$ cat src/pxif_pkg.sv
`timescale 1ns / 1ps
`default_nettype none
// ----------------------------------------------------------------------------
// PNG XMP iTXt framer package
// Shared constants, the CRC-32 byte step and the constant chunk head bytes.
// ----------------------------------------------------------------------------
package pxif_pkg;

	localparam logic [31:0] CrcPoly   = 32'hEDB88320;
	localparam logic [31:0] CrcPreset = 32'hFFFFFFFF;
	localparam logic [31:0] HeadExtra = 32'd22;

	localparam int unsigned PosWidth = 6;
	localparam logic [PosWidth-1:0] PosHeadFirst = 6'd0;
	localparam logic [PosWidth-1:0] PosType      = 6'd4;
	localparam logic [PosWidth-1:0] PosData      = 6'd30;
	localparam logic [PosWidth-1:0] PosCrcFirst  = 6'd31;
	localparam logic [PosWidth-1:0] PosCrcLast   = 6'd34;

	typedef struct packed {
		logic update;
		logic restart;
	} crc_ctl_t;

	function automatic logic [31:0] crc_byte(input logic [31:0] c_in, input logic [7:0] b);
		logic [31:0] c;
		c = c_in ^ {24'h000000, b};
		for (int k = 0; k < 8; k++) begin
			if (c[0]) begin
				c = (c >> 1) ^ CrcPoly;
			end else begin
				c = c >> 1;
			end
		end
		return c;
	endfunction

	// Type, keyword with its NUL, then the four zero bytes.
	function automatic logic [7:0] head_byte(input logic [PosWidth-1:0] pos);
		logic [7:0] b;
		unique case (pos)
			6'd4:    b = 8'h69;
			6'd5:    b = 8'h54;
			6'd6:    b = 8'h58;
			6'd7:    b = 8'h74;
			6'd8:    b = 8'h58;
			6'd9:    b = 8'h4D;
			6'd10:   b = 8'h4C;
			6'd11:   b = 8'h3A;
			6'd12:   b = 8'h63;
			6'd13:   b = 8'h6F;
			6'd14:   b = 8'h6D;
			6'd15:   b = 8'h2E;
			6'd16:   b = 8'h61;
			6'd17:   b = 8'h64;
			6'd18:   b = 8'h6F;
			6'd19:   b = 8'h62;
			6'd20:   b = 8'h65;
			6'd21:   b = 8'h2E;
			6'd22:   b = 8'h78;
			6'd23:   b = 8'h6D;
			6'd24:   b = 8'h70;
			default: b = 8'h00;
		endcase
		return b;
	endfunction

endpackage
`default_nettype wire

$ cat src/pxif_crc.sv
`timescale 1ns / 1ps
`default_nettype none
// ----------------------------------------------------------------------------
// PNG XMP iTXt framer CRC unit
// Running reflected CRC-32, advanced by one byte per update.
// ----------------------------------------------------------------------------
module pxif_crc
	import pxif_pkg::*;
(
	input  wire logic        clk,
	input  wire logic        arst_n,
	input  wire crc_ctl_t    ctl,
	input  wire logic [7:0]  data,
	output logic      [31:0] crc
);

	logic [31:0] crc_q;

	always_ff @(posedge clk or negedge arst_n) begin
		if (!arst_n) begin
			crc_q <= CrcPreset;
		end else if (ctl.update) begin
			crc_q <= crc_byte(ctl.restart ? CrcPreset : crc_q, data);
		end
	end

	assign crc = crc_q;

endmodule
`default_nettype wire

$ cat src/png_xmp_itxt_chunk_framer_top.sv
`timescale 1ns / 1ps
`default_nettype none
// ----------------------------------------------------------------------------
// PNG XMP iTXt chunk framer
// The input channel takes one payload word per handshake; the payload length
// is sampled on the first word of each chunk. The output channel gives one
// byte of the framed chunk per handshake. The first word of a chunk produces
// the 30-byte chunk head and then its payload byte; the last word produces
// its payload byte and then the four CRC bytes. Other words give one byte.
// A word accepted at one edge has its first byte registered on the output at
// the next edge that the output is free. While the receiver does not stall,
// the output emits one byte per cycle. Mid-chunk words flow at one per cycle;
// a first word also holds the block for the head, a last word for the CRC.
// The next word is taken in the same cycle that the current word's final
// byte moves to the output register. When the receiver stalls, the output
// byte holds and the block stalls the input once its held word is pending.
// Reset empties the block, closes any open chunk and presets the CRC.
// ----------------------------------------------------------------------------
module png_xmp_itxt_chunk_framer_top
	import pxif_pkg::*;
(
	input  wire logic        clk,
	input  wire logic        arst_n,
	input  wire logic        in_valid,
	output logic             in_stall,
	input  wire logic [7:0]  data_byte,
	input  wire logic [30:0] payload_length,
	output logic             out_valid,
	input  wire logic        out_stall,
	output logic      [7:0]  out_byte,
	output logic             end_of_chunk,
	output logic             last_of_item
);

	logic                inside_q;
	logic [30:0]         rem_q;
	logic                hold_valid_q;
	logic [PosWidth-1:0] pos_q;
	logic [7:0]          data_s1;
	logic [31:0]         clen_s1;
	logic                closes_s1;

	logic                out_valid_q;
	logic [7:0]          out_byte_q;
	logic                end_q;
	logic                last_q;

	logic [30:0] plen_sat;
	logic [30:0] rem_next;
	logic        closes;
	logic        accept;
	logic        out_load;
	logic        emit;
	logic        item_last;
	logic [7:0]  emit_byte;
	logic [31:0] crc;
	logic [31:0] crc_fin;
	logic [1:0]  crc_sel;
	crc_ctl_t    crc_ctl;

	assign plen_sat = (payload_length == 31'd0) ? 31'd1 : payload_length;
	assign rem_next = (inside_q ? rem_q : plen_sat) - 31'd1;
	assign closes   = (rem_next == 31'd0);

	assign out_load  = !out_valid_q || !out_stall;
	assign emit      = hold_valid_q && out_load;
	assign item_last = ((pos_q == PosData) && !closes_s1) || (pos_q == PosCrcLast);
	assign in_stall  = hold_valid_q && !(emit && item_last);
	assign accept    = in_valid && !in_stall;

	assign crc_fin = crc ^ CrcPreset;
	assign crc_sel = 2'(pos_q - PosCrcFirst);

	always_comb begin
		priority if (pos_q < PosType) begin
			unique case (pos_q[1:0])
				2'd0:    emit_byte = clen_s1[31:24];
				2'd1:    emit_byte = clen_s1[23:16];
				2'd2:    emit_byte = clen_s1[15:8];
				default: emit_byte = clen_s1[7:0];
			endcase
		end else if (pos_q < PosData) begin
			emit_byte = head_byte(pos_q);
		end else if (pos_q == PosData) begin
			emit_byte = data_s1;
		end else begin
			unique case (crc_sel)
				2'd0:    emit_byte = crc_fin[31:24];
				2'd1:    emit_byte = crc_fin[23:16];
				2'd2:    emit_byte = crc_fin[15:8];
				default: emit_byte = crc_fin[7:0];
			endcase
		end
	end

	assign crc_ctl.update  = emit && (pos_q >= PosType) && (pos_q <= PosData);
	assign crc_ctl.restart = (pos_q == PosType);

	pxif_crc u_crc (
		.clk    (clk),
		.arst_n (arst_n),
		.ctl    (crc_ctl),
		.data   (emit_byte),
		.crc    (crc)
	);

	always_ff @(posedge clk or negedge arst_n) begin
		if (!arst_n) begin
			inside_q     <= 1'b0;
			rem_q        <= 31'd0;
			hold_valid_q <= 1'b0;
			pos_q        <= PosHeadFirst;
		end else if (accept) begin
			inside_q     <= !closes;
			rem_q        <= rem_next;
			hold_valid_q <= 1'b1;
			pos_q        <= inside_q ? PosData : PosHeadFirst;
		end else if (emit) begin
			if (item_last) begin
				hold_valid_q <= 1'b0;
			end else begin
				pos_q <= pos_q + 6'd1;
			end
		end
	end

	always_ff @(posedge clk) begin
		if (accept) begin
			data_s1   <= data_byte;
			clen_s1   <= {1'b0, plen_sat} + HeadExtra;
			closes_s1 <= closes;
		end
	end

	always_ff @(posedge clk or negedge arst_n) begin
		if (!arst_n) begin
			out_valid_q <= 1'b0;
		end else if (out_load) begin
			out_valid_q <= emit;
		end
	end

	always_ff @(posedge clk) begin
		if (emit) begin
			out_byte_q <= emit_byte;
			end_q      <= (pos_q == PosCrcLast);
			last_q     <= item_last;
		end
	end

	assign out_valid    = out_valid_q;
	assign out_byte     = out_byte_q;
	assign end_of_chunk = end_q;
	assign last_of_item = last_q;

endmodule
`default_nettype wire
$ cat config.mk
export PLATFORM = sky130hd
export DESIGN_NAME = png_xmp_itxt_chunk_framer_top
export DESIGN_NICKNAME = d
export VERILOG_FILES = /design/src/pxif_pkg.sv /design/src/pxif_crc.sv /design/src/png_xmp_itxt_chunk_framer_top.sv
export SDC_FILE = /design/constraint.sdc
export NUM_CORES = 1
export LEC_CHECK = 0
export BUFFER_PORTS_ARGS = -buffer_cell sky130_fd_sc_hd__buf_2
export CAP_MARGIN = 20
export CORE_MARGIN = 10
export CORE_UTILIZATION = 54
export CTS_CLUSTER_DIAMETER = 40
export CTS_CLUSTER_SIZE = 40
export DETAILED_ROUTE_END_ITERATION = 16
export GPL_ROUTABILITY_DRIVEN = 0
export PLACE_DENSITY_LB_ADDON = 0.25
export SLEW_MARGIN = 20
export SYNTH_ARGS = -nofsm -noshare
export SYNTH_HDL_FRONTEND = slang
export SYNTH_HIERARCHICAL = 1
export SYNTH_SLANG_ARGS = --single-unit
$ cat constraint.sdc
create_clock -name clk -period 4.7 [get_ports clk]
set_input_delay 0.47 -clock clk [delete_from_list [all_inputs] [get_ports clk]]
set_output_delay 0.47 -clock clk [all_outputs]
set_load 0.005 [all_outputs]
Word-level counts from Yosys, hierarchy flattened
Memory sizes are Yosys's and may differ from the RTL's.
Index checks and enable logic that the tools add are counted.
{"block": "op_classes", "add_sub_neg": 4, "n_lt_le_gt_ge": 4, "n_eq_ne": 8, "mux": 31, "n_bitwise": 10, "n_reduce_logical": 23}
{"op": "2-to-1 mux 32 bit", "n": 16}
{"op": "NOT 13 -> 14 bit", "n": 8}
{"op": "logical NOT 31 bit", "n": 2}
{"op": "2-to-1 mux 31 bit", "n": 2}
{"op": "case mux 8 bit (3 select lines)", "n": 2}
{"op": "adder 31 x 5 -> 32 bit (second input constant)", "n": 1}
{"op": "2-to-1 mux 8 bit", "n": 4}
{"op": "NOT 32 bit", "n": 1}
{"op": "XOR 32 x 8 -> 32 bit", "n": 1}
{"op": "subtractor 31 x 1 -> 31 bit (second input constant)", "n": 1}
{"op": "2-to-1 mux 6 bit", "n": 3}
{"op": "logical AND 1 bit", "n": 7}
{"op": "adder 6 x 1 -> 6 bit (second input constant)", "n": 1}
{"op": "== test 6 x 3 -> 1 bit (second input constant)", "n": 1}
{"op": "== test 6 x 5 -> 1 bit (second input constant)", "n": 1}
{"op": "== test 6 bit (second input constant)", "n": 1}
{"op": "greater-or-equal comparator 6 x 3 -> 1 bit (second input constant)", "n": 1}
{"op": "less-or-equal comparator 6 x 5 -> 1 bit (second input constant)", "n": 1}
{"op": "logical NOT 1 bit", "n": 6}
{"op": "less-than comparator 6 x 3 -> 1 bit (second input constant)", "n": 1}
{"op": "less-than comparator 6 x 5 -> 1 bit (second input constant)", "n": 1}
{"op": "2-to-1 mux 5 bit", "n": 1}
{"op": "== test 2 x 1 -> 1 bit (second input constant)", "n": 2}
{"op": "== test 2 bit (second input constant)", "n": 2}
{"op": "7 further kinds", "n": 13}
{"block": "word_totals", "ff_bits": 123, "mem_bits_ro": 224, "input_bits": 43, "output_inout_bits": 12, "wordCells": 93, "mem_count": 1}
{"name": "(no name shown)", "depth": 32, "word_bits": 7, "read_ports": 1, "rd_ports_with_merged_regs": 0, "write_ports": 0, "line": "pxif_pkg.sv:41", "rtl": "unique case (pos)"}

Longest topological paths before layout
Gate-level depths: netlist (run 1).
{"block": "logic_depth", "ltp_word": 30, "depth_mapped": 17, "mapped_depth_nobuf": 13}

Cells and area by module
Netlist (run 1), hierarchy kept.
{"module": "png_xmp_itxt_chunk_framer_top", "n_inst": 1, "cells_per_inst": 703, "area_per_inst_um2": 6297.3, "seq_area_each_um2": 2532.4}
{"module": "pxif_crc", "n_inst": 1, "cells_per_inst": 217, "area_per_inst_um2": 2284.7, "seq_area_each_um2": 840.8}

Worst setup path before layout (run 1)
OpenSTA, ideal clock, no wires.
{"block": "synth_path", "path_kind": "reg-to-reg", "start": "register inside_q", "end": "register closes_s1 (data pin)", "setup_time_ps": 134, "arrival_time_ps": 4103, "required_ps": 4566, "slack_ps": 464, "stages_incl_launch_ff": 18, "n_path_buf": 8, "period_less_slack_ps": 4236, "path_cell_list": "dfrtp_1 > buf_2 > buf_4 > buf_2 > buf_2 > buf_1 > clkbuf_1 > mux2i_1 > ha_1 > clkbuf_2 > o211ai_1 > or4_1 > buf_2 > nor2_2 > xor2_1 > nand4_1 > a2111oi_4 > and4_1"}
{"block": "synth_via", "elab_chain_cells": 3}
{"item": "from (decl)", "line": "png_xmp_itxt_chunk_framer_top.sv:35", "rtl": "logic inside_q;"}
{"item": "from (signal assigned)", "line": "png_xmp_itxt_chunk_framer_top.sv:114", "rtl": "inside_q <= !closes;"}
{"item": "2-to-1 mux 31 bit", "line": "png_xmp_itxt_chunk_framer_top.sv:62", "rtl": "assign rem_next = (inside_q ? rem_q : plen_sat) - 31'd1;"}
{"item": "subtractor 31 x 1 -> 31 bit", "line": "png_xmp_itxt_chunk_framer_top.sv:62"}
{"item": "logical NOT 31 bit", "line": "png_xmp_itxt_chunk_framer_top.sv:63", "rtl": "assign closes = (rem_next == 31'd0);"}
{"item": "net closes", "line": "png_xmp_itxt_chunk_framer_top.sv:50", "rtl": "logic closes;"}
{"item": "to (signal assigned)", "line": "png_xmp_itxt_chunk_framer_top.sv:131", "rtl": "closes_s1 <= closes;"}
{"item": "to (decl)", "line": "png_xmp_itxt_chunk_framer_top.sv:41", "rtl": "logic closes_s1;"}
The timed path passes the listed nets, and every way through them passes these cells.
A chain may end at the register's enable or synchronous reset.

Final worst setup path (run 1)
{"block": "layout_path", "start": "register pos_q[0]", "end": "register u_crc.crc_q[19], in the netlist u_crc/crc[19]"}
{"block": "layout_via", "word_cells_on_any_way": 46, "classes_between": "add/sub (1); order compare (4); eq/ne (6); mux (22); bitwise (8); reduce/logical (4); memory (1)"}
{"item": "from (decl)", "line": "png_xmp_itxt_chunk_framer_top.sv:38", "rtl": "logic [PosWidth-1:0] pos_q;"}
{"item": "from (signal assigned)", "line": "png_xmp_itxt_chunk_framer_top.sv:112", "rtl": "pos_q <= PosHeadFirst;"}
{"item": "from (signal assigned)", "line": "png_xmp_itxt_chunk_framer_top.sv:117", "rtl": "pos_q <= inside_q ? PosData : PosHeadFirst;"}
{"item": "from (signal assigned)", "line": "png_xmp_itxt_chunk_framer_top.sv:122", "rtl": "pos_q <= pos_q + 6'd1;"}
{"item": "subtractor 2 bit", "line": "png_xmp_itxt_chunk_framer_top.sv:72", "rtl": "assign crc_sel = 2'(pos_q - PosCrcFirst);"}
{"item": "== test 2 bit (tied with other cells)", "line": "png_xmp_itxt_chunk_framer_top.sv:87", "rtl": "unique case (crc_sel)"}
{"item": "case mux 8 bit (3 select lines)", "line": "png_xmp_itxt_chunk_framer_top.sv:87"}
{"item": "2-to-1 mux 8 bit", "line": "png_xmp_itxt_chunk_framer_top.sv:84", "rtl": "end else if (pos_q == PosData) begin"}
{"item": "2-to-1 mux 8 bit", "line": "png_xmp_itxt_chunk_framer_top.sv:82", "rtl": "end else if (pos_q < PosData) begin"}
{"item": "2-to-1 mux 8 bit *", "line": "png_xmp_itxt_chunk_framer_top.sv:75", "rtl": "priority if (pos_q < PosType) begin"}
{"item": "net emit_byte[2]", "line": "png_xmp_itxt_chunk_framer_top.sv:55", "rtl": "logic [7:0] emit_byte;"}
{"item": "XOR 32 x 8 -> 32 bit *", "line": "pxif_pkg.sv:27", "rtl": "c = c_in ^ {24'h000000, b};"}
{"item": "[... 11 more ...]"}
{"item": "NOT 13 -> 14 bit (no line)"}
{"item": "2-to-1 mux 32 bit *", "line": "pxif_pkg.sv:29", "rtl": "if (c[0]) begin"}
{"item": "2-to-1 mux 32 bit *", "line": "pxif_crc.sv:22", "rtl": "end else if (ctl.update) begin"}
{"item": "NOT 13 -> 14 bit (no line)"}
{"item": "2-to-1 mux 32 bit *", "line": "pxif_pkg.sv:29"}
{"item": "2-to-1 mux 32 bit *", "line": "pxif_crc.sv:22"}
{"item": "NOT 13 -> 14 bit (no line)"}
{"item": "2-to-1 mux 32 bit *", "line": "pxif_pkg.sv:29"}
{"item": "to (signal assigned)", "line": "pxif_crc.sv:21", "rtl": "crc_q <= CrcPreset;"}
{"item": "to (signal assigned)", "line": "pxif_crc.sv:23", "rtl": "crc_q <= crc_byte(ctl.restart ? CrcPreset : crc_q, data);"}
{"item": "to (decl)", "line": "pxif_crc.sv:17", "rtl": "logic [31:0] crc_q;"}
The timed path passes the listed nets; every way through them passes the cells marked *. The select of a mux whose other input is x is not followed.

==> results.json, run 1 <==
{
  "outcome": "finished clean",
  "start_util": 0.5462,
  "cp_max_fo": 29,
  "worst_skew_pair.late_latency_ns": 0.42,
  "clock-skew-final_ns": 0.009801,
  "clock-root-buffer": "clkbuf_16",
  "synth_ff_type": "edfxtp_1",
  "overflow": 0,
  "slowest_delay_ns": 0.58,
  "cp_cell_sequence": "inv_1, ha_1, a222oi_1, o21ai_0, a222oi_1, nand2_1, xor2_1, xnor2_1, xnor2_1, xnor3_1, a21oi_1",
  "buffer_ports.inserted": 54,
  "std_cell_rows": 46,
  "floorplan.die.height_um": 146.1,
  "core-area_mm2": 0.01571,
  "cts.sinks": 123,
  "number_of_flops_mapped_to_enable_cells_by_yosys": 51,
  "via_count_of_the_routed_design": 7142,
  "antenna_found_initial": 0,
  "wire_per_inst_um": 19.92,
  "die_area_mm2": 0.02134,
  "max_slew.worst_pin.slew_ns": 0.9956,
  "largest_net_degree_at_the_start_of_global_routing": 73,
  "timing.rr.end": "u_crc/crc[19]",
  "drt_iter0_markers": 862,
  "final.fill_count": 1334,
  "synth.cell_area_mm2": 0.008582,
  "timing.critical_path.from_type": "flop",
  "ff2ff_path_depth": 11,
  "drive_gt1_frac": 0.1870,
  "length_of_the_first_detailed_routing_pass_in_iterations": 6,
  "wire_length_of_the_first_global_routing_pass_um": 37000,
  "path_class": "flop to flop",
  "via_to_cell_ratio": 6.078,
  "synth.avg_cell_area_um2": 9.328,
  "max_clock_freq_ghz": 0.2322,
  "worstReg2RegStart": "pos_q[0]",
  "worstHoldPathType": "primary input to async pin",
  "area.sequential_mm2": 0.003374,
  "hold_viol_final": 0,
  "post_synth_num_cell_types": 79,
  "worstPathRequired_ns": 5.05,
  "vias_in_the_first_global_route": 6809,
  "synth_seq_area_share": 0.3931,
  "clock_path_buffers": 2,
  "grtUsageTotal": 0.2157,
  "tritoncts": "done",
  "slowest_stage": "ha_1",
  "worst_ep_arrival_time_ns": 4.66,
  "clkTransAtPathRegs_ns": 0.06,
  "endpoint_kind": "flop",
  "synth.ff_latch_count": 123,
  "finalWorstPathRequiredPeriod_ns": 4.307,
  "fp.dieW_um": 146.1,
  "clock_tree.htree_level_count": 4,
  "dp.final_hpwl_um": 16780,
  "post_cts_hold_buffer_count": 0,
  "report.final.setup_viol": 0,
  "netlist_instances": 920,
  "cap_violations": 0,
  "finalNetCount": 997,
  "asyncSetResetFlopFracSynth": 0.5854,
  "tns_ns": 0,
  "grt_setup_unrepaired": "no",
  "num_io_pins": 55,
  "drc": 0,
  "multi_input_gate_area_mm2": 0.004851,
  "detail_route.wirelength_um": 23410,
  "drt.antenna.violating_nets": 0,
  "synth_nets": 973,
  "resized_cells_post_cts": 0,
  "period_share": 0.9163,
  "relSlewSlack": 0.3363,
  "cts_setup_buffers": 0,
  "reg2reg_slack_ns": 0.39,
  "maxSlewViolCount": 0,
  "tritoncts.num_buffers": 17,
  "area_delta_synth_final_pct": 12.42,
  "ys.warnings.count": 6
}
[worst max-delay path, delay by kind of cell, from the launching register on]
family                   cells  cell delay, ns
flip-flops                   1            0.55
buffers and inverters        1            0.17
AND/OR/NAND/NOR              1            0.25
AO/OA/AOI/OAI                4            1.22
adder cells (fa/ha/maj)      1            0.58
XOR/XNOR                     4            1.45
[sequential cells by signal, indices dropped and copies added, names as in the netlist]
name	count
data_s1	8
u_crc/crc	32
out_valid	1
clen_s1	32
last_of_item	1
rem_q	31
inside_q	1
closes_s1	1
end_of_chunk	1
out_byte	8
pos_q	6
hold_valid_q	1
[cells by family after synthesis]
family / share of synthesized area
and+or+nand+nor: 0.1806
DFF: 0.3931
xor gates and xnor gates: 0.1738
buffers and inverters: 0.04228
adders and majority gates: 0.01458
AOI/OAI and AO/OA: 0.1452
muxes: 0.05044
[routing by layer]
metal | routed length [um] | up-vias | GRT usage
li1 | - | 3346 | -
met1 | 10180 | 3395 | 0.2843
met2 | 10670 | 354 | 0.3357
met3 | 1948 | 47 | 0.05346
met4 | 604 | 0 | 0.08208
met5 | 0 | - | 0
[worst max-delay path by stage]
stage                  start       endpoint  cells after the start
floorplan           inside_q      closes_s1                     17
global placement    pos_q[0]  u_crc/crc[19]                     11
detailed placement  pos_q[0]  u_crc/crc[19]                     11
CTS                 pos_q[0]  u_crc/crc[19]                     11
global route        pos_q[0]  u_crc/crc[19]                     11
finish              pos_q[0]  u_crc/crc[19]                     11
[cell usage in the layout, fill, tap and decap left out, types with 5 or more instances in the layout]
master and instances:
nand2_1 78, inv_1 22, o22ai_1 27, and3_1 9
mux2i_1 23, ha_1 10, o21ai_0 53, clkbuf_16 17
o211ai_1 6, nand2b_1 7, nor3b_1 11, xnor2_2 5
buf_2 53, nand3_1 24, nor3_1 29, or3_1 5
buf_4 12, nor2b_1 11, a21oi_1 54, o311ai_0 7
xor2_1 41, nand4_1 10, dfrtp_1 39, edfxtp_1 51
nor4_1 15, dfstp_2 32, a222oi_1 9, xnor2_1 99
bufinv_16 5, nor2_1 85, mux2_2 18
[Yosys cell counts (6+ instances only)]
cell,instances,area (um2)
clkbuf_1,42,157.7
nand2b_1,7,43.79
nand2_1,78,292.8
dfstp_2,32,840.8
o21ai_0,53,265.3
a222oi_1,9,90.09
mux2i_1,23,230.2
dfrtp_1,40,1001
nor3b_1,11,82.58
o22ai_1,27,168.9
inv_1,23,86.33
buf_2,10,50.05
and3_1,9,56.30
xor2_1,41,359.1
mux2_2,18,202.7
nor2b_1,11,68.82
o311ai_0,7,61.31
nor2_1,85,319.1
o211ai_1,6,45.04
nand4_1,10,62.56
a21oi_1,54,270.3
ha_1,10,125.1
nand3_1,24,120.1
nor4_1,15,93.84
nor3_1,30,150.1
edfxtp_1,51,1531
xnor2_1,99,867.1
[per-stage QoR]
step	utilization	hold slack, ns	instances	setup slack, ns	instance area, um2
floorplan	-	0.1744	920	0.4635	8582
finish	0.6140	0.2030	1175	0.3934	9648
global route	0.6137	0.2186	1173	0.1922	9643
CTS	0.6137	0.2170	1173	0.5301	9643
detailed placement	0.5718	0.4670	1141	0.5384	8985
global placement	0.5718	0.4508	1141	0.5381	8985
[area by class of cell]
type | count | area share
Antenna cell | 2 | 0.0005187
Tap cell | 216 | 0.02801
Sequential cell | 123 | 0.3498
Timing Repair Buffer | 67 | 0.04098
Multi-Input combinational cell | 710 | 0.5028
Inverter | 25 | 0.009726
Clock buffer | 18 | 0.04552
Clock inverter | 14 | 0.02269
Power of run 1 is left out: the tool's default activity adds up to more than one toggle a clock period on the data nets, which glitch-free logic cannot reach.
==> run 2, diff against run 1 <==
Settings changed: CELL_PAD_IN_SITES_DETAIL_PLACEMENT set to 1, CELL_PAD_IN_SITES_GLOBAL_PLACEMENT set to 2, CORE_UTILIZATION 54 to 39, HOLD_SLACK_MARGIN set to 0.05, SYNTH_HIERARCHICAL 1 to unset.
==> run 2 against run 1 <==
Effect of this change:
- clock skew grew 0.0048 ns
- core utilization shrank 16 points
- highest routed layer unchanged
- non-clock buffer count grew 7
- via count shrank 3.6%
- die area grew 32%
- global-route usage shrank 2.1 points
- clock-buffer cell count shrank 1
- register-to-register slack gained 0.14 ns
==> results.json, run 2 <==
{
  "outcome": "finished clean",
  "floorplan.die.height_um": 168.1,
  "post_cts_hold_buffer_count": 0,
  "grtUsageMet3": 0.03655,
  "drive_gt1_frac": 0.1766,
  "layout.cells.most_common": "nand2_1",
  "overflow": 0,
  "cts_setup_buffers": 0,
  "tritoncts.num_buffers": 17,
  "cp_num_buf_inv": 2,
  "std_cell_rows": 54,
  "post_synth_num_cell_types": 75,
  "detail_route.wirelength_um": 27540,
  "netlist_instances": 912,
  "finalNonFillerCells": 1237,
  "clock-root-buffer": "clkbuf_16",
  "tritoncts": "done",
  "synth_area_leaders": "edfxtp_1 (18%), dfrtp_1 (12%), dfstp_2 (9.8%)",
  "cp_max_fo": 18,
  "ff2ff_path_depth": 11,
  "worstReg2RegStart": "pos_q[1]",
  "ys.warnings.count": 0,
  "synth.top_cells.by_count": "nand2_1 (108), nor2_1 (70), o21ai_0 (58), xnor2_1 (58), edfxtp_1 (51)",
  "num_io_pins": 55,
  "antenna_found_initial": 0,
  "globalRouteMet2Util": 0.3434,
  "cap_violations": 0,
  "yosys.area.top_type_share": 0.1791,
  "tns_ns": 0,
  "endpoint_kind": "flop",
  "start_util": 0.3943,
  "number_of_flops_mapped_to_enable_cells_by_yosys": 51,
  "drt.antenna.violating_nets": 0,
  "antenna_cells": 0,
  "area_delta_synth_final_pct": 14.00,
  "worst_ep_arrival_time_ns": 4.53,
  "synthMostInstantiatedCell": "nand2_1",
  "dp.final_hpwl_um": 20190,
  "grt_setup_unrepaired": "no",
  "clock-skew-final_ns": 0.01460,
  "vias_in_the_first_global_route": 7289,
  "timing.critical_path.from_type": "flop",
  "grtUsageTotal": 0.1948,
  "wire_length_of_the_first_global_routing_pass_um": 43110,
  "cellLeakagePower_uw": 0.003893,
  "via_count_of_the_routed_design": 6887,
  "synth_top_cell_by_area": "edfxtp_1",
  "max_clock_freq_ghz": 0.2397,
  "die_area_mm2": 0.02825,
  "worstHoldPathType": "primary input to async pin",
  "dp_cells": 1205,
  "slowest_stage": "dfrtp_1",
  "slowest_delay_ns": 0.64,
  "via_to_cell_ratio": 5.568,
  "synth.ff_latch_count": 123,
  "maxSlewViolCount": 0,
  "resized_cells_post_cts": 0,
  "clock_tree.htree_level_count": 4,
  "asyncSetResetFlopFracSynth": 0.5854,
  "synth_nets": 966,
  "wire_per_inst_um": 22.26,
  "synth_ff_type": "edfxtp_1",
  "synth_seq_area_share": 0.3944,
  "clock_path_buffers": 2,
  "globalRoute.busiestLayer": "met2",
  "length_of_the_first_detailed_routing_pass_in_iterations": 7,
  "core-area_mm2": 0.02169,
  "relSlewSlack": 0.2842,
  "leading_cell_types_in_the_layout_fill_and_taps_excluded": "nand2_1 (108), nor2_1 (70), o21ai_0 (58), xnor2_1 (58), buf_2 (53)",
  "clkTransAtPathRegs_ns": 0.06,
  "synth.cell_area_mm2": 0.008552,
  "period_share": 0.8875,
  "finalNetCount": 998,
  "timing.critical_path.max_delay_family": "XOR/XNOR gates",
  "fp.dieW_um": 168.1,
  "largest_net_degree_at_the_start_of_global_routing": 79,
  "timing.rr.end": "u_crc.crc[26]",
  "worstPathRequired_ns": 5.06,
  "cts.sinks": 123,
  "drc": 0,
  "max_slew.worst_pin.slew_ns": 1.064,
  "path_class": "flop to flop",
  "totalPowerFinal_uw": 10790,
  "worst_skew_pair.late_latency_ns": 0.43,
  "critical_path.most_common_cell": "xnor2_2",
  "ir_worst_vdd_uv": 688.4,
  "hold_viol_final": 0,
  "final.fill_count": 2480,
  "gr-usage-met1": 0.2272,
  "finalWorstPathRequiredPeriod_ns": 4.171,
  "report.final.setup_viol": 0,
  "worstSetupPathDepth": 11,
  "cp_cell_sequence": "inv_1, ha_1, nor2b_1, o41ai_1, buf_4, o2bb2ai_1, o22ai_1, xnor2_2, xnor2_2, xor3_1, o21ai_1",
  "synth.avg_cell_area_um2": 9.377,
  "drt_iter0_markers": 398,
  "reg2reg_slack_ns": 0.53,
  "power.density_mw_per_mm2": 1107,
  "critical_path.startpoint": "pos_q[1]",
  "buffer_ports.inserted": 54
}
[run 2: cell types whose count changed in the layout (fill, tap and decap cells not counted), moves of 14 or more]
cell | before | now
a21oi_1 | 54 | 36
o22ai_1 | 27 | 13
mux2_2 | 18 | 4
nor2b_1 | 11 | 25
nor2_1 | 85 | 70
xnor2_1 | 99 | 58
nand2_1 | 78 | 108
[run 2: report_power, final]
part / total [uW] / leakage (uW) / switching [uW] / internal, uW
Combinational: 7420 / 0.00229 / 3450 / 3970
Sequential: 1900 / 0.00130 / 317 / 1590
Clock: 1470 / 0.000305 / 529 / 940
[run 2: cell families (layout without fill, tap and decap cells)]
kind of cell | Yosys count | in the layout | synth area share
multiplexers | 32 | 32 | 0.03804
adder cells (fa/ha/maj) | 11 | 11 | 0.01609
buffers and inverters | 81 | 126 | 0.03906
XOR/XNOR | 128 | 128 | 0.1675
AND/OR/NAND/NOR | 341 | 341 | 0.1939
AO/OA/AOI/OAI | 196 | 196 | 0.1510
flip-flops | 123 | 123 | 0.3944
[run 2: worst max path at each step]
| stage | to | slack, ns |
|---|---|---|
| after floorplan | closes_s1 | 0.32 |
| after CTS | u_crc.crc[26] | 0.60 |
| final | u_crc.crc[26] | 0.53 |
| after global routing | u_crc.crc[19] | 0.33 |
| after global placement | closes_s1 | 0.67 |
| after detailed placement | closes_s1 | 0.51 |
[run 2: metrics by stage]
step           instance area, um2  setup slack, ns  hold slack, ns    util
3_3_place_gp                 9102           0.6660          0.4614  0.4197
4_1_cts                      9749           0.6015         0.09864  0.4495
2_1_floorplan                8552           0.3211          0.1744       -
5_1_grt                      9749           0.3346          0.1203  0.4495
3_5_place_dp                 9102           0.5074          0.4679  0.4197
6_report                     9749           0.5288         0.08666  0.4495
[run 2: final cells by class]
type,count,area [um2],share of cell area
flip-flops and latches,123,3374,0.3461
multi-input cells,708,4855,0.4979
well taps,280,350.3,0.03593
repair buffers,74,447.9,0.04594
clock inverters,15,221.5,0.02272
inverters,20,75.07,0.007700
clock buffers,17,425.4,0.04363
[run 2: layer usage]
| layer | vias to the layer above | share of wire |
|---|---|---|
| li1 | 3321 | - |
| met1 | 3403 | 0.42 |
| met2 | 124 | 0.52 |
| met3 | 39 | 0.036 |
| met4 | 0 | 0.032 |
| met5 | - | 0 |
(Power assumes the default switching activity.)
==> run 3, diff against run 2 <==
Settings changed: CAP_MARGIN 20 to unset, CORE_UTILIZATION 39 to 36, PLACE_DENSITY_LB_ADDON 0.25 to 0.1.
Clock period 4.7 ns to 3.75 ns, I/O delays scaled along.
==> run 3 against run 2 <==
Effect of this change:
- setup slack got worse by 0.41 ns
- power rose by 31%
- die area rose by 7.3%
- fmax rose by 15%
- first-iteration DRC count rose by 3.3%
- highest routed layer unchanged
- clock skew fell by 0.00072 ns
- hold slack got worse by 0.042 ns
- sequential power rose by 21%
- clock power rose by 9%
- critical path type unchanged
- clock-buffer cell count rose by 2
- register-to-register slack got worse by 0.41 ns
- via count rose by 6.6%
==> results.json, run 3 (synthesized netlist as in run 2, its figures left out) <==
{
  "start_util": 0.3654,
  "vias_in_the_first_global_route": 7913,
  "clock_tree.htree_level_count": 4,
  "timing.critical_path.max_delay_family": "XOR/XNOR gates",
  "slowest_stage": "o41ai_1",
  "core-area_mm2": 0.02340,
  "fin_util": 0.4441,
  "max_slew.worst_pin.slew_ns": 0.9765,
  "leading_cell_types_in_the_layout_fill_and_taps_excluded": "nand2_1 (108), buf_4 (104), nor2_1 (70)",
  "relSlewSlack": 0.3430,
  "slowest_delay_ns": 0.53,
  "num_io_pins": 55,
  "worstHoldPathType": "primary input to async pin",
  "cp_cell_sequence": "inv_1, ha_1, buf_4, nor2b_1, o41ai_1, buf_4, o21ai_0, o21ai_1, xnor2_2, xor2_2, xnor3_1, mux2_2",
  "hold_viol_final": 0,
  "buffer_ports.inserted": 54,
  "drt.antenna.violating_nets": 0,
  "clock-root-buffer": "clkbuf_16",
  "largest_net_degree_at_the_start_of_global_routing": 61,
  "drt_iter0_markers": 411,
  "area.sequential_mm2": 0.003374,
  "cp_max_fo": 5,
  "final.fill_count": 2681,
  "totalPowerFinal_uw": 14100,
  "hold_slack_ns": 0.04489,
  "tritoncts": "done",
  "tritoncts.num_buffers": 17,
  "via_count_of_the_routed_design": 7344,
  "wl_met2_um": 15090,
  "timing.critical_path.from_type": "flop",
  "grtUsageTotal": 0.1881,
  "antenna_found_initial": 0,
  "clkTransAtPathRegs_ns": 0.06,
  "worst_skew_pair.late_latency_ns": 0.42,
  "length_of_the_first_detailed_routing_pass_in_iterations": 5,
  "period_share": 0.9695,
  "die_area_mm2": 0.03032,
  "worstPathRequired_ns": 4.09,
  "antenna_cells": 0,
  "multi_input_gate_area_mm2": 0.004898,
  "clock_path_buffers": 2,
  "via_to_cell_ratio": 5.396,
  "worst_ep_arrival_time_ns": 3.98,
  "path_class": "flop to flop",
  "drive_gt1_frac": 0.2447,
  "outcome": "finished clean",
  "cts.sinks": 123,
  "ir_worst_vdd_uv": 902.3,
  "fp.dieW_um": 174.1,
  "area_delta_synth_final_pct": 21.54,
  "finalWorstPathRequiredPeriod_ns": 3.636,
  "cellLeakagePower_uw": 0.004282,
  "power.density_mw_per_mm2": 1356,
  "final_cell_area_mm2": 0.01039,
  "clock-skew-final_ns": 0.01388,
  "overflow": 0,
  "wire_length_of_the_first_global_routing_pass_um": 44890,
  "route.met3.wl_um": 791,
  "cap_violations": 0,
  "post_dp_cell_area_mm2": 0.009782,
  "finalNetCount": 1083,
  "dp.final_hpwl_um": 22200,
  "endpoint_kind": "flop",
  "critical_path.most_common_cell": "buf_4",
  "post_cts_hold_buffer_count": 0,
  "wire_per_inst_um": 21.22,
  "cp_num_buf_inv": 3,
  "std_cell_rows": 56,
  "routedLengthMet1_um": 12050,
  "layout.cells.most_common": "nand2_1",
  "report.final.setup_viol": 0,
  "highest-signal-layer": "met4",
  "maxSlewViolCount": 0,
  "max_clock_freq_ghz": 0.2750,
  "drc": 0,
  "detail_route.wirelength_um": 28880,
  "floorplan.die.height_um": 174.1
}
==> run 3: layout make-up <==
| class | instances | share of cell area |
|---|---|---|
| multi-input cells | 708 | 0.4713 |
| clock inverters | 13 | 0.01228 |
| clock buffers | 19 | 0.04165 |
| inverters | 20 | 0.007223 |
| repair buffers | 159 | 0.1045 |
| well taps | 319 | 0.03840 |
| flip-flops and latches | 123 | 0.3247 |
==> run 3: where the power goes <==
part | switching [uW] | internal, uW
Clock | 633 | 971
Combinational | 4570 | 5630
Sequential | 301 | 1990
Total | 5510 | 8590
==> run 3: timing repair <==
item                                    CTS  global route
resized for setup                         0             6
endpoints found under the setup margin    0             9
buffers inserted                          0             1
==> run 3: final timing paths <==
path,from,to,slack [ns],depth (start not counted)
setup / recovery,pos_q[1],u_crc.crc[19],0.11,12
hold / removal,arst_n,rem_q[6],0.04,1
setup reg to reg,pos_q[1],u_crc.crc[19],0.11,12
hold reg to reg,u_crc.crc[29],u_crc.crc[29],0.48,2
max in group asynchronous,arst_n,u_crc.crc[5],2.87,2
min in group clk,data_byte[7],data_s1[7],0.13,1
==> run 3: routing by layer <==
| layer | track usage | vias up |
|---|---|---|
| li1 | - | 3490 |
| met1 | 0.2141 | 3668 |
| met2 | 0.3425 | 142 |
| met3 | 0.03445 | 44 |
| met4 | 0.06911 | 0 |
| met5 | 0 | - |
==> run 3: per-stage QoR <==
step | TNS, ns | setup slack (ns) | std cells
after floorplan | 0 | 0.02923 | 912
after global placement | -0.4140 | -0.2440 | 1328
after detailed placement | -0.5268 | -0.2836 | 1328
after CTS | 0 | 0.1082 | 1360
after global routing | -0.03542 | -0.02706 | 1361
final | 0 | 0.1142 | 1361
